<file path="config.mk">
export PLATFORM = sky130hd
export DESIGN_NAME = iso8601_utc_timestamp_parser_flat
export DESIGN_NICKNAME = d
export VERILOG_FILES = /design/src/sv/its_pkg.sv /design/src/sv/its_char_if.sv /design/src/sv/its_res_if.sv /design/src/sv/its_parser.sv /design/src/sv/its_mac.sv /design/src/sv/its_seq.sv /design/src/sv/iso8601_utc_timestamp_parser.sv /design/src/flat_wrapper.sv
export SDC_FILE = /design/constraint.sdc
export NUM_CORES = 2
export LEC_CHECK = 0
export ABC_AREA = 1
export BUFFER_PORTS_ARGS = -buffer_cell sky130_fd_sc_hd__buf_2
export CORE_MARGIN = 2
export CORE_UTILIZATION = 55
export DETAILED_ROUTE_END_ITERATION = 7
export GPL_ROUTABILITY_DRIVEN = 0
export PLACE_DENSITY = 0.78
export SLEW_MARGIN = 20
export SYNTH_ARGS = -nofsm -noshare
export SYNTH_HDL_FRONTEND = slang
export SYNTH_SLANG_ARGS = --single-unit
export TNS_END_PERCENT = 30
</file>
<file path="constraint.sdc">
create_clock -name clk_i -period 14.3 [get_ports clk_i]
set_clock_uncertainty 0.15 [all_clocks]
set_input_delay 2.86 -clock clk_i [delete_from_list [all_inputs] [get_ports clk_i]]
set_output_delay 2.86 -clock clk_i [all_outputs]
set_load 0.02 [all_outputs]
</file>
<file path="src/sv/its_pkg.sv">
package its_pkg;

  localparam int unsigned FracDigitsDef = 9;
  localparam int unsigned FracW         = 30;
  localparam int unsigned AccW          = 47;
  localparam int unsigned OpW           = 30;
  localparam int unsigned DaysW         = 23;

  // positions within the pattern
  localparam logic [4:0] PosDash0     = 5'd4;
  localparam logic [4:0] PosDash1     = 5'd7;
  localparam logic [4:0] PosTee       = 5'd10;
  localparam logic [4:0] PosColon0    = 5'd13;
  localparam logic [4:0] PosColon1    = 5'd16;
  localparam logic [4:0] PosYearLo    = 5'd2;
  localparam logic [4:0] PosYearEnd   = 5'd3;
  localparam logic [4:0] PosMonthEnd  = 5'd6;
  localparam logic [4:0] PosDayEnd    = 5'd9;
  localparam logic [4:0] PosHourEnd   = 5'd12;
  localparam logic [4:0] PosMinuteEnd = 5'd15;
  localparam logic [4:0] PosLastFixed = 5'd18;
  localparam logic [4:0] PosDotOrZ    = 5'd19;
  localparam logic [4:0] PosFracFirst = 5'd20;
  localparam logic [4:0] PosFracMore  = 5'd21;
  localparam logic [4:0] PosDone      = 5'd22;

  localparam logic [7:0] ChDash  = 8'h2D;
  localparam logic [7:0] ChColon = 8'h3A;
  localparam logic [7:0] ChTee   = 8'h54;
  localparam logic [7:0] ChZed   = 8'h5A;
  localparam logic [7:0] ChDot   = 8'h2E;

  // 146097 + 719468 + 1, year offset by 400 and day counted from 1
  localparam logic [DaysW-1:0] DaysOffset = 23'd865566;
  localparam logic [OpW-1:0]   DaysPerCent = 30'd36524;
  localparam logic [OpW-1:0]   DaysPerYear = 30'd365;
  localparam logic [OpW-1:0]   SecPerHour  = 30'd3600;
  localparam logic [OpW-1:0]   SecPerMin   = 30'd60;
  localparam logic [OpW-1:0]   NanoPerSec  = 30'd1000000000;
  localparam logic [OpW-1:0]   OpOne       = 30'd1;

  typedef enum logic [2:0] {
    StOk,
    StFormat,
    StDate,
    StHour,
    StMinute,
    StSecond,
    StLeapPos
  } its_status_e;

  typedef enum logic [3:0] {
    SIdle,
    SCheck,
    SDays0,
    SDays1,
    SDays2,
    SNanos0,
    SNanos1,
    SNanos2,
    SNanos3,
    SNanos4,
    SOut
  } its_state_e;

  typedef struct packed {
    logic             fmt_ok;
    logic [6:0]       cent;
    logic [6:0]       ylo;
    logic [6:0]       month;
    logic [6:0]       day;
    logic [6:0]       hour;
    logic [6:0]       minute;
    logic [6:0]       second;
    logic [FracW-1:0] frac;
    logic [3:0]       frac_cnt;
  } its_fields_t;

  typedef struct packed {
    logic           en;
    logic           use_acc;
    logic [OpW-1:0] a;
    logic [OpW-1:0] b;
  } its_mac_op_t;

  function automatic logic is_digit(input logic [7:0] c);
    return (c[7:4] == 4'h3) && (c[3:0] <= 4'd9);
  endfunction

  function automatic logic [6:0] mul10_add7(input logic [6:0] acc, input logic [3:0] d);
    return {acc[3:0], 3'b000} + {acc[5:0], 1'b0} + {3'b000, d};
  endfunction

  function automatic logic [FracW-1:0] mul10_add_frac(input logic [FracW-1:0] acc,
                                                      input logic [3:0] d);
    return {acc[FracW-4:0], 3'b000} + {acc[FracW-2:0], 1'b0} + {{(FracW-4){1'b0}}, d};
  endfunction

  function automatic logic [6:0] month_len(input logic [6:0] m, input logic leap);
    logic [6:0] len;
    case (m)
      7'd2:                      len = leap ? 7'd29 : 7'd28;
      7'd4, 7'd6, 7'd9, 7'd11:   len = 7'd30;
      default:                   len = 7'd31;
    endcase
    return len;
  endfunction

  // days from march 1 to the first of the month
  function automatic logic [8:0] doy_of_month(input logic [6:0] m);
    logic [8:0] v;
    case (m)
      7'd1:    v = 9'd306;
      7'd2:    v = 9'd337;
      7'd4:    v = 9'd31;
      7'd5:    v = 9'd61;
      7'd6:    v = 9'd92;
      7'd7:    v = 9'd122;
      7'd8:    v = 9'd153;
      7'd9:    v = 9'd184;
      7'd10:   v = 9'd214;
      7'd11:   v = 9'd245;
      7'd12:   v = 9'd275;
      default: v = 9'd0;
    endcase
    return v;
  endfunction

  // scale for padding the kept fraction digits to nanoseconds
  function automatic logic [OpW-1:0] pow10_pad(input logic [3:0] cnt);
    logic [OpW-1:0] v;
    case (cnt)
      4'd0:    v = 30'd1000000000;
      4'd1:    v = 30'd100000000;
      4'd2:    v = 30'd10000000;
      4'd3:    v = 30'd1000000;
      4'd4:    v = 30'd100000;
      4'd5:    v = 30'd10000;
      4'd6:    v = 30'd1000;
      4'd7:    v = 30'd100;
      4'd8:    v = 30'd10;
      default: v = 30'd1;
    endcase
    return v;
  endfunction

endpackage

</file>
<file path="src/sv/its_char_if.sv">
interface its_char_if;
  import its_pkg::*;

  logic       valid;
  logic       ready;
  logic [7:0] char_code;
  logic       last_char;

  modport source (output valid, output char_code, output last_char, input ready);
  modport sink (input valid, input char_code, input last_char, output ready);
endinterface

</file>
<file path="src/sv/its_res_if.sv">
interface its_res_if;
  import its_pkg::*;

  logic                    valid;
  logic                    ready;
  logic [2:0]              status;
  logic signed [DaysW-1:0] epoch_days;
  logic [AccW-1:0]         nanos_of_day;
  logic                    leap_second;

  modport source (output valid, output status, output epoch_days, output nanos_of_day,
                  output leap_second, input ready);
  modport sink (input valid, input status, input epoch_days, input nanos_of_day,
                input leap_second, output ready);
endinterface

</file>
<file path="src/sv/its_parser.sv">
module its_parser #(
  parameter int unsigned FRACTION_DIGITS = its_pkg::FracDigitsDef
) (
  input  logic                clk_i,
  input  logic                rst_ni,
  input  logic                take_i,
  input  logic [7:0]          char_code_i,
  input  logic                clr_i,
  output its_pkg::its_fields_t fields_o
);
  import its_pkg::*;

  logic [4:0]       pos_q, pos_d;
  logic             err_q, err_d;
  logic [6:0]       cent_q, cent_d, ylo_q, ylo_d, month_q, month_d, day_q, day_d;
  logic [6:0]       hour_q, hour_d, minute_q, minute_d, second_q, second_d;
  logic [FracW-1:0] frac_q, frac_d;
  logic [3:0]       cnt_q, cnt_d;
  logic             dig;
  logic             ok;
  logic [3:0]       d;

  assign dig = is_digit(char_code_i);
  assign d   = char_code_i[3:0];

  always_comb begin
    pos_d    = pos_q;
    err_d    = err_q;
    cent_d   = cent_q;
    ylo_d    = ylo_q;
    month_d  = month_q;
    day_d    = day_q;
    hour_d   = hour_q;
    minute_d = minute_q;
    second_d = second_q;
    frac_d   = frac_q;
    cnt_d    = cnt_q;
    ok       = 1'b1;
    if (clr_i) begin
      pos_d    = '0;
      err_d    = 1'b0;
      cent_d   = '0;
      ylo_d    = '0;
      month_d  = '0;
      day_d    = '0;
      hour_d   = '0;
      minute_d = '0;
      second_d = '0;
      frac_d   = '0;
      cnt_d    = '0;
    end else if (take_i && !err_q) begin
      if (pos_q <= PosLastFixed) begin
        if (pos_q == PosDash0 || pos_q == PosDash1) begin
          ok = (char_code_i == ChDash);
        end else if (pos_q == PosTee) begin
          ok = (char_code_i == ChTee);
        end else if (pos_q == PosColon0 || pos_q == PosColon1) begin
          ok = (char_code_i == ChColon);
        end else if (!dig) begin
          ok = 1'b0;
        end else if (pos_q < PosYearLo) begin
          cent_d = mul10_add7(cent_q, d);
        end else if (pos_q <= PosYearEnd) begin
          ylo_d = mul10_add7(ylo_q, d);
        end else if (pos_q <= PosMonthEnd) begin
          month_d = mul10_add7(month_q, d);
        end else if (pos_q <= PosDayEnd) begin
          day_d = mul10_add7(day_q, d);
        end else if (pos_q <= PosHourEnd) begin
          hour_d = mul10_add7(hour_q, d);
        end else if (pos_q <= PosMinuteEnd) begin
          minute_d = mul10_add7(minute_q, d);
        end else begin
          second_d = mul10_add7(second_q, d);
        end
        pos_d = pos_q + 5'd1;
      end else if (pos_q == PosDotOrZ) begin
        if (char_code_i == ChDot) begin
          pos_d = PosFracFirst;
        end else if (char_code_i == ChZed) begin
          pos_d = PosDone;
        end else begin
          ok = 1'b0;
        end
      end else if (pos_q == PosFracFirst || pos_q == PosFracMore) begin
        if (dig) begin
          // digits past the kept count are only checked
          if (cnt_q < 4'(FRACTION_DIGITS)) begin
            frac_d = mul10_add_frac(frac_q, d);
            cnt_d  = cnt_q + 4'd1;
          end
          pos_d = PosFracMore;
        end else if (pos_q == PosFracMore && char_code_i == ChZed) begin
          pos_d = PosDone;
        end else begin
          ok = 1'b0;
        end
      end else begin
        ok = 1'b0;
      end
      if (!ok) begin
        err_d = 1'b1;
      end
    end
  end

  always_ff @(posedge clk_i or negedge rst_ni) begin
    if (!rst_ni) begin
      pos_q    <= '0;
      err_q    <= 1'b0;
      cent_q   <= '0;
      ylo_q    <= '0;
      month_q  <= '0;
      day_q    <= '0;
      hour_q   <= '0;
      minute_q <= '0;
      second_q <= '0;
      frac_q   <= '0;
      cnt_q    <= '0;
    end else begin
      pos_q    <= pos_d;
      err_q    <= err_d;
      cent_q   <= cent_d;
      ylo_q    <= ylo_d;
      month_q  <= month_d;
      day_q    <= day_d;
      hour_q   <= hour_d;
      minute_q <= minute_d;
      second_q <= second_d;
      frac_q   <= frac_d;
      cnt_q    <= cnt_d;
    end
  end

  always_comb begin
    fields_o.fmt_ok   = !err_q && (pos_q == PosDone);
    fields_o.cent     = cent_q;
    fields_o.ylo      = ylo_q;
    fields_o.month    = month_q;
    fields_o.day      = day_q;
    fields_o.hour     = hour_q;
    fields_o.minute   = minute_q;
    fields_o.second   = second_q;
    fields_o.frac     = frac_q;
    fields_o.frac_cnt = cnt_q;
  end

endmodule

</file>
<file path="src/sv/its_mac.sv">
module its_mac (
  input  logic                        clk_i,
  input  logic                        rst_ni,
  input  its_pkg::its_mac_op_t        op_i,
  output logic [its_pkg::AccW-1:0]    acc_o
);
  import its_pkg::*;

  logic [AccW-1:0]  acc_q, acc_d;
  logic [2*OpW-1:0] prod;

  assign prod = op_i.a * op_i.b;

  always_comb begin
    acc_d = acc_q;
    if (op_i.en) begin
      acc_d = (op_i.use_acc ? acc_q : '0) + prod[AccW-1:0];
    end
  end

  always_ff @(posedge clk_i or negedge rst_ni) begin
    if (!rst_ni) begin
      acc_q <= '0;
    end else begin
      acc_q <= acc_d;
    end
  end

  assign acc_o = acc_q;

endmodule

</file>
<file path="src/sv/its_seq.sv">
module its_seq (
  input  logic                          clk_i,
  input  logic                          rst_ni,
  input  logic                          in_valid_i,
  input  logic                          in_last_i,
  output logic                          in_ready_o,
  input  its_pkg::its_fields_t          fields_i,
  output logic                          clr_o,
  output its_pkg::its_mac_op_t          mac_op_o,
  input  logic [its_pkg::AccW-1:0]      mac_acc_i,
  input  logic                          out_ready_i,
  output logic                          out_valid_o,
  output logic [2:0]                    status_o,
  output logic signed [its_pkg::DaysW-1:0] epoch_days_o,
  output logic [its_pkg::AccW-1:0]      nanos_o,
  output logic                          leap_o
);
  import its_pkg::*;

  its_state_e              state_q, state_d;
  its_status_e             stat_q, stat_d;
  logic [6:0]              c_adj_q, c_adj_d, l_adj_q, l_adj_d;
  logic                    leap_q, leap_d;
  logic [DaysW-1:0]        days_q, days_d;
  logic                    out_valid_q, out_valid_d;
  its_status_e             out_stat_q, out_stat_d;
  logic signed [DaysW-1:0] out_days_q, out_days_d;
  logic [AccW-1:0]         out_nanos_q, out_nanos_d;
  logic                    out_leap_q, out_leap_d;

  logic       leap_year;
  logic [6:0] mlen;
  logic       early;
  logic [6:0] sec_adj;
  logic [8:0] day_sum;
  logic       load;
  logic       in_take;

  assign in_take = in_valid_i && in_ready_o;

  // y % 4 only sees the low two digits; a century year needs century % 4
  assign leap_year = (fields_i.ylo[1:0] == 2'b00) &&
                     ((fields_i.ylo != 7'd0) || (fields_i.cent[1:0] == 2'b00));
  assign mlen      = month_len(fields_i.month, leap_year);
  assign early     = (fields_i.month <= 7'd2);
  assign sec_adj   = (fields_i.second == 7'd60) ? 7'd59 : fields_i.second;
  assign day_sum   = 9'(c_adj_q[6:2]) + 9'(l_adj_q[6:2]) +
                     doy_of_month(fields_i.month) + 9'(fields_i.day);
  assign load      = (state_q == SOut) && (!out_valid_q || out_ready_i);

  always_comb begin
    state_d      = state_q;
    stat_d       = stat_q;
    c_adj_d      = c_adj_q;
    l_adj_d      = l_adj_q;
    leap_d       = leap_q;
    days_d       = days_q;
    in_ready_o   = 1'b0;
    clr_o        = 1'b0;
    mac_op_o     = '0;
    mac_op_o.use_acc = 1'b1;
    case (state_q)
      SIdle: begin
        in_ready_o = 1'b1;
        if (in_valid_i && in_last_i) begin
          state_d = SCheck;
        end
      end
      SCheck: begin
        if (!fields_i.fmt_ok) begin
          stat_d = StFormat;
        end else if (fields_i.month < 7'd1 || fields_i.month > 7'd12 ||
                     fields_i.day < 7'd1 || fields_i.day > mlen) begin
          stat_d = StDate;
        end else if (fields_i.hour > 7'd23) begin
          stat_d = StHour;
        end else if (fields_i.minute > 7'd59) begin
          stat_d = StMinute;
        end else if (fields_i.second > 7'd60) begin
          stat_d = StSecond;
        end else if (fields_i.second == 7'd60 &&
                     !(fields_i.hour == 7'd23 && fields_i.minute == 7'd59)) begin
          stat_d = StLeapPos;
        end else begin
          stat_d = StOk;
        end
        leap_d = (fields_i.second == 7'd60);
        // march-based year, offset by four centuries to stay positive
        if (early && fields_i.ylo == 7'd0) begin
          c_adj_d = fields_i.cent + 7'd3;
          l_adj_d = 7'd99;
        end else if (early) begin
          c_adj_d = fields_i.cent + 7'd4;
          l_adj_d = fields_i.ylo - 7'd1;
        end else begin
          c_adj_d = fields_i.cent + 7'd4;
          l_adj_d = fields_i.ylo;
        end
        state_d = (stat_d == StOk) ? SDays0 : SOut;
      end
      SDays0: begin
        mac_op_o.en      = 1'b1;
        mac_op_o.use_acc = 1'b0;
        mac_op_o.a       = OpW'(c_adj_q);
        mac_op_o.b       = DaysPerCent;
        state_d          = SDays1;
      end
      SDays1: begin
        mac_op_o.en = 1'b1;
        mac_op_o.a  = OpW'(l_adj_q);
        mac_op_o.b  = DaysPerYear;
        state_d     = SDays2;
      end
      SDays2: begin
        mac_op_o.en = 1'b1;
        mac_op_o.a  = OpW'(day_sum);
        mac_op_o.b  = OpOne;
        state_d     = SNanos0;
      end
      SNanos0: begin
        days_d           = mac_acc_i[DaysW-1:0] - DaysOffset;
        mac_op_o.en      = 1'b1;
        mac_op_o.use_acc = 1'b0;
        mac_op_o.a       = OpW'(fields_i.hour);
        mac_op_o.b       = SecPerHour;
        state_d          = SNanos1;
      end
      SNanos1: begin
        mac_op_o.en = 1'b1;
        mac_op_o.a  = OpW'(fields_i.minute);
        mac_op_o.b  = SecPerMin;
        state_d     = SNanos2;
      end
      SNanos2: begin
        mac_op_o.en = 1'b1;
        mac_op_o.a  = OpW'(sec_adj);
        mac_op_o.b  = OpOne;
        state_d     = SNanos3;
      end
      SNanos3: begin
        mac_op_o.en      = 1'b1;
        mac_op_o.use_acc = 1'b0;
        mac_op_o.a       = OpW'(mac_acc_i[16:0]);
        mac_op_o.b       = NanoPerSec;
        state_d          = SNanos4;
      end
      SNanos4: begin
        mac_op_o.en = 1'b1;
        mac_op_o.a  = fields_i.frac;
        mac_op_o.b  = pow10_pad(fields_i.frac_cnt);
        state_d     = SOut;
      end
      SOut: begin
        if (load) begin
          clr_o   = 1'b1;
          state_d = SIdle;
        end
      end
      default: begin
        state_d = SIdle;
      end
    endcase
  end

  always_comb begin
    out_valid_d = out_valid_q && !out_ready_i;
    out_stat_d  = out_stat_q;
    out_days_d  = out_days_q;
    out_nanos_d = out_nanos_q;
    out_leap_d  = out_leap_q;
    if (load) begin
      out_valid_d = 1'b1;
      out_stat_d  = stat_q;
      out_days_d  = (stat_q == StOk) ? $signed(days_q) : '0;
      out_nanos_d = (stat_q == StOk) ? mac_acc_i : '0;
      out_leap_d  = (stat_q == StOk) && leap_q;
    end
  end

  always_ff @(posedge clk_i or negedge rst_ni) begin
    if (!rst_ni) begin
      state_q     <= SIdle;
      out_valid_q <= 1'b0;
    end else begin
      state_q     <= state_d;
      out_valid_q <= out_valid_d;
    end
  end

  always_ff @(posedge clk_i) begin
    stat_q      <= stat_d;
    c_adj_q     <= c_adj_d;
    l_adj_q     <= l_adj_d;
    leap_q      <= leap_d;
    days_q      <= days_d;
    out_stat_q  <= out_stat_d;
    out_days_q  <= out_days_d;
    out_nanos_q <= out_nanos_d;
    out_leap_q  <= out_leap_d;
  end

  assign out_valid_o  = out_valid_q;
  assign status_o     = out_stat_q;
  assign epoch_days_o = out_days_q;
  assign nanos_o      = out_nanos_q;
  assign leap_o       = out_leap_q;

  a_last_starts_check: assert property (@(posedge clk_i) disable iff (!rst_ni)
    (in_take && in_last_i) |=> (state_q == SCheck))
    else $error("last item did not start the check");

  a_error_zero_payload: assert property (@(posedge clk_i) disable iff (!rst_ni)
    (out_valid_q && out_stat_q != StOk) |->
      (out_days_q == '0 && out_nanos_q == '0 && !out_leap_q))
    else $error("error result carries a nonzero payload");

  a_leap_at_day_end: assert property (@(posedge clk_i) disable iff (!rst_ni)
    (out_valid_q && out_leap_q) |->
      (out_stat_q == StOk && out_nanos_q >= 47'd86399000000000))
    else $error("leap second outside the last second of the day");

  a_days_in_range: assert property (@(posedge clk_i) disable iff (!rst_ni)
    (out_valid_q && out_stat_q == StOk) |->
      (out_days_q >= -23'sd719528 && out_days_q <= 23'sd2932896))
    else $error("day count out of range");

  a_nanos_in_day: assert property (@(posedge clk_i) disable iff (!rst_ni)
    out_valid_q |-> (out_nanos_q <= 47'd86399999999999))
    else $error("nanoseconds past the end of the day");

endmodule

</file>
<file path="src/sv/iso8601_utc_timestamp_parser.sv">
// channel   dir  handshake       payload
// char_in   in   valid / ready   char_code[7:0], last_char
// res_out   out  valid / ready   status[2:0], epoch_days[22:0] signed,
//                                nanos_of_day[46:0], leap_second
//
// a character without the last flag takes one cycle; they stream back to back
// the last character starts the sequencer: a check state, eight steps of the
// shared multiply-accumulate unit for a good stamp and none for an error, and a
// load state, during which char_in.ready is low
// the load waits while the previous result still sits in the output register
// rst_ni clears the parser, sequencer and output valid asynchronously
module iso8601_utc_timestamp_parser #(
  parameter int unsigned FRACTION_DIGITS = its_pkg::FracDigitsDef
) (
  input  logic       clk_i,
  input  logic       rst_ni,
  its_char_if.sink   char_in,
  its_res_if.source  res_out
);
  import its_pkg::*;

  its_fields_t     fields;
  its_mac_op_t     mac_op;
  logic [AccW-1:0] mac_acc;
  logic            clr;
  logic            in_ready;
  logic            take;

  assign char_in.ready = in_ready;
  assign take          = char_in.valid && in_ready;

  its_parser #(
    .FRACTION_DIGITS(FRACTION_DIGITS)
  ) u_parser (
    .clk_i       (clk_i),
    .rst_ni      (rst_ni),
    .take_i      (take),
    .char_code_i (char_in.char_code),
    .clr_i       (clr),
    .fields_o    (fields)
  );

  its_mac u_mac (
    .clk_i  (clk_i),
    .rst_ni (rst_ni),
    .op_i   (mac_op),
    .acc_o  (mac_acc)
  );

  its_seq u_seq (
    .clk_i        (clk_i),
    .rst_ni       (rst_ni),
    .in_valid_i   (char_in.valid),
    .in_last_i    (char_in.last_char),
    .in_ready_o   (in_ready),
    .fields_i     (fields),
    .clr_o        (clr),
    .mac_op_o     (mac_op),
    .mac_acc_i    (mac_acc),
    .out_ready_i  (res_out.ready),
    .out_valid_o  (res_out.valid),
    .status_o     (res_out.status),
    .epoch_days_o (res_out.epoch_days),
    .nanos_o      (res_out.nanos_of_day),
    .leap_o       (res_out.leap_second)
  );

endmodule

</file>
<file path="src/flat_wrapper.sv">
// flat-port wrapper written by rule: the top's interface ports become plain ports
module iso8601_utc_timestamp_parser_flat import its_pkg::*;
#(
  parameter int unsigned FRACTION_DIGITS = its_pkg::FracDigitsDef
)
  (clk_i, rst_ni, char_in_valid, char_in_char_code, char_in_last_char, char_in_ready, res_out_valid, res_out_status, res_out_epoch_days, res_out_nanos_of_day, res_out_leap_second, res_out_ready);
  its_char_if char_in_i ();
  its_res_if res_out_i ();
  input  logic clk_i;
  input  logic rst_ni;
  input wire logic [$bits(char_in_i.valid)-1:0] char_in_valid;
  input wire logic [$bits(char_in_i.char_code)-1:0] char_in_char_code;
  input wire logic [$bits(char_in_i.last_char)-1:0] char_in_last_char;
  output wire logic [$bits(char_in_i.ready)-1:0] char_in_ready;
  output wire logic [$bits(res_out_i.valid)-1:0] res_out_valid;
  output wire logic [$bits(res_out_i.status)-1:0] res_out_status;
  output wire logic [$bits(res_out_i.epoch_days)-1:0] res_out_epoch_days;
  output wire logic [$bits(res_out_i.nanos_of_day)-1:0] res_out_nanos_of_day;
  output wire logic [$bits(res_out_i.leap_second)-1:0] res_out_leap_second;
  input wire logic [$bits(res_out_i.ready)-1:0] res_out_ready;
  assign char_in_i.valid = char_in_valid;
  assign char_in_i.char_code = char_in_char_code;
  assign char_in_i.last_char = char_in_last_char;
  assign char_in_ready = char_in_i.ready;
  assign res_out_valid = res_out_i.valid;
  assign res_out_status = res_out_i.status;
  assign res_out_epoch_days = res_out_i.epoch_days;
  assign res_out_nanos_of_day = res_out_i.nanos_of_day;
  assign res_out_leap_second = res_out_i.leap_second;
  assign res_out_i.ready = res_out_ready;
  iso8601_utc_timestamp_parser #(.FRACTION_DIGITS(FRACTION_DIGITS)) u_core (.clk_i(clk_i), .rst_ni(rst_ni), .char_in(char_in_i), .res_out(res_out_i));
endmodule
</file>
==> impl_metrics.tcl <==
set metrics [dict create \
    critPathSlowestCell "fa_1" \
    synth-seq-cells 256 \
    path_class "flip-flop to flip-flop" \
    dieArea_sq_um 79200 \
    final_common_cell "inv_1" \
    worstMarginPinSlew_ns 1.20 \
    cts.sinks 256 \
    power.leakage_nw 23.3 \
    setup_viol 0 \
    wl_per_cell_microns 21.6 \
    worst_slew_margin_rel_pct 19.2 \
    place_ws_ns 3.21 \
    maxCapViolations 0 \
    fin_setup_tns_ns 0 \
    drt_iter0_markers 4276 \
    root_buffer "clkbuf_16" \
    synthesis.nets 6112 \
    grt_use_met1_pct 42.9 \
    cts_resized 0 \
    hp-class "flip-flop to flip-flop" \
    fp.dieH_microns 282 \
    critPathCaptureType "flip-flop" \
    wl_microns 131000 \
    cts_setup_buffers 0 \
    rsz0062_at_grt "no" \
    insertion_delay_ns 0.60 \
    ys_seq_area_share_pct 16.5 \
    h-tree-depth 1 \
    fin_crit_sh_pct 80.0 \
    crit_path_start_kind "flip-flop" \
    grt_pass1_wl_microns 205000 \
    worstPathArrival_ns 11.72 \
    reg2regPathDepth 49 \
    fmax_ghz 0.0874 \
    syn_inst 5006 \
    hold_depth 0 \
    hold_buffers 0 \
    row_count 101 \
    worstHoldStart "u_core.u_seq.stat_q[0]" \
    post-route-min-period_ns 11.44 \
    numCtsBuffers 27 \
    layout_setup_ws_ns 2.86 \
    grt_pass1_vias 36047 \
    synthFlopType "dfrtp_1" \
    yosysUniqueCellTypes 65 \
    slowest_delay_ns 0.56 \
    slew_viol_final 0 \
    cts_tree "done" \
    ff2ff_setup_slack_ns 2.86 \
    hpwl_microns 103000 \
    io-pin-count 89 \
    crit_path_max_fanout 18 \
    initial_utilization_pct 55.7 \
    dr.pass1.iters 7 \
    n_antenna_cell 0 \
    use_met2_pct 51.8 \
    reg2reg_to "u_core.u_mac.acc_o[35]" \
    grt_overflow 0 \
    status "finished, final reports clean" \
    synthArstFlopShare_pct 55.1 \
    io_buffers 88 \
    via_per_inst 5.76 \
    ant_nets 0 \
    grt_max_degree 99 \
    syn2layout_area_growth_pct 6.06 \
    clock_path_buffers 3 \
    reg2reg_from "u_core.u_parser.month_q[5]" \
    yosysWarnings 0 \
    grt_util_met3_pct 9.68 \
    synth_area_per_cell_sq_um 8.46 \
    min_to "u_core.u_seq.status_o[0]" \
    vias 35014 \
    hold_violations 0 \
    drcViolationCount 0 \
    antenna_found_initial 2 \
    most-common-layout-cells "1213 x inv_1, 999 x nand2_1, 775 x fa_1" \
    power.density_nw_per_um2 142 \
    fp.coreArea_sq_um 76100 \
    top_usage_layer "met2" \
    crit_required_ns 14.59 \
    peakVddDrop_mv 0.152 \
    die_w_microns 282 \
    track_usage_pct 34.1 \
    synth-edff-count 115 \
    layout-drive-gt1-share_pct 5.92 \
    nets 6133 \
    cts.clk_slew.worst_paths_ns 0.07 \
    netlist_area_sq_um 42400 \
]
==> through the flow <==
stage | power, W | instances | util, % | area (sq um) | hold WS [ns]
floorplan | 0.00400 | 5006 | - | 42400 | 0.267
global placement | 0.00531 | 6028 | 57.9 | 44000 | 0.280
detailed placement | 0.00544 | 6028 | 57.9 | 44000 | 0.285
CTS | 0.00623 | 6078 | 59.1 | 44900 | 0.300
global route | 0.00680 | 6078 | 59.1 | 44900 | 0.322
finish | 0.00639 | 6078 | 59.1 | 44900 | 0.298
==> state kept, by name, indices dropped and copies added (netlist names), 4 cells and up <==
name and count:
u_core.u_mac.acc_o 47, u_core.u_parser.cent_q 7, u_core.u_parser.cnt_q 4, u_core.u_parser.day_q 7, u_core.u_parser.frac_q 30, u_core.u_parser.hour_q 7, u_core.u_parser.minute_q 7, u_core.u_parser.month_q 7
u_core.u_parser.pos_q 5, u_core.u_parser.second_q 7, u_core.u_parser.ylo_q 7, u_core.u_seq.c_adj_q 7, u_core.u_seq.days_q 23, u_core.u_seq.epoch_days_o 23, u_core.u_seq.l_adj_q 7, u_core.u_seq.nanos_o 47
u_core.u_seq.state_q 4
==> report_power, final <==
group          switching, W  internal, W
Clock              0.000341     0.000413
Combinational       0.00311      0.00143
Sequential         0.000140     0.000962
Total               0.00359      0.00280
==> worst max-delay path by stage <==
stage	startpoint	end	cells past startpoint
2_1_floorplan	u_core.u_parser.month_q[5]	u_core.u_mac.acc_o[35]	50
3_3_place_gp	u_core.u_parser.month_q[5]	u_core.u_mac.acc_o[45]	45
3_5_place_dp	u_core.u_parser.month_q[0]	u_core.u_mac.acc_o[29]	43
4_1_cts	u_core.u_parser.month_q[0]	u_core.u_mac.acc_o[35]	44
5_1_grt	u_core.u_parser.month_q[5]	u_core.u_mac.acc_o[35]	49
6_report	u_core.u_parser.month_q[5]	u_core.u_mac.acc_o[35]	49
==> Yosys cell counts, drive strengths merged (17+ instances only) <==
master | number | area [sq um]
a21oi | 154 | 816
a31oi | 31 | 194
buf | 49 | 258
clkbuf | 101 | 379
dfrtp | 141 | 3530
edfxtp | 115 | 3450
fa | 775 | 15500
ha | 318 | 3980
inv | 1238 | 4650
nand2 | 1008 | 3820
nand3 | 122 | 616
nand4 | 32 | 200
nor2 | 392 | 1550
nor3 | 36 | 185
nor4 | 21 | 131
o21ai | 228 | 1150
o22ai | 33 | 213
o31ai | 17 | 153
or2 | 30 | 188
xnor2 | 26 | 228
xor2 | 54 | 473
==> worst max-delay path: cells and delay by family, from the launching register on <==
kind	cells	cell delay, ns
buffers and inverters	8	1.04
AO/OA/AOI/OAI	8	1.18
flip-flops	1	0.40
AND/OR/NAND/NOR	21	2.97
adder cells (fa/ha/maj)	12	5.54
==> per-layer routing <==
metal | vias to the layer above | share of wire [%] | routed length, microns
met2 | 2222 | 44 | 57200
met1 | 17043 | 35 | 46300
met5 | - | 0.022 | 29
li1 | 15147 | - | -
met4 | 4 | 8.4 | 11100
met3 | 598 | 13 | 16700
==> cell type report <==
type	instances	area [sq um]
clock buffers	32	704
multi-input cells	3356	30200
inverters	1243	4670
fillers	6485	31200
clock inverters	18	205
well taps	1030	1290
flip-flops and latches	256	6980
repair buffers	143	860
==> logic make-up after synthesis <==
| logic type | after synthesis | share of synthesized area (%) |
|---|---|---|
| AOI/OAI and AO/OA | 530 | 7.29 |
| buffers and inverters | 1394 | 12.5 |
| and+or+nand+nor | 1653 | 16.0 |
| adders and majority gates | 1093 | 46.0 |
| DFF | 256 | 16.5 |
| xor gates and xnor gates | 80 | 1.65 |
Note: power is estimated with default switching activity, not from simulation.
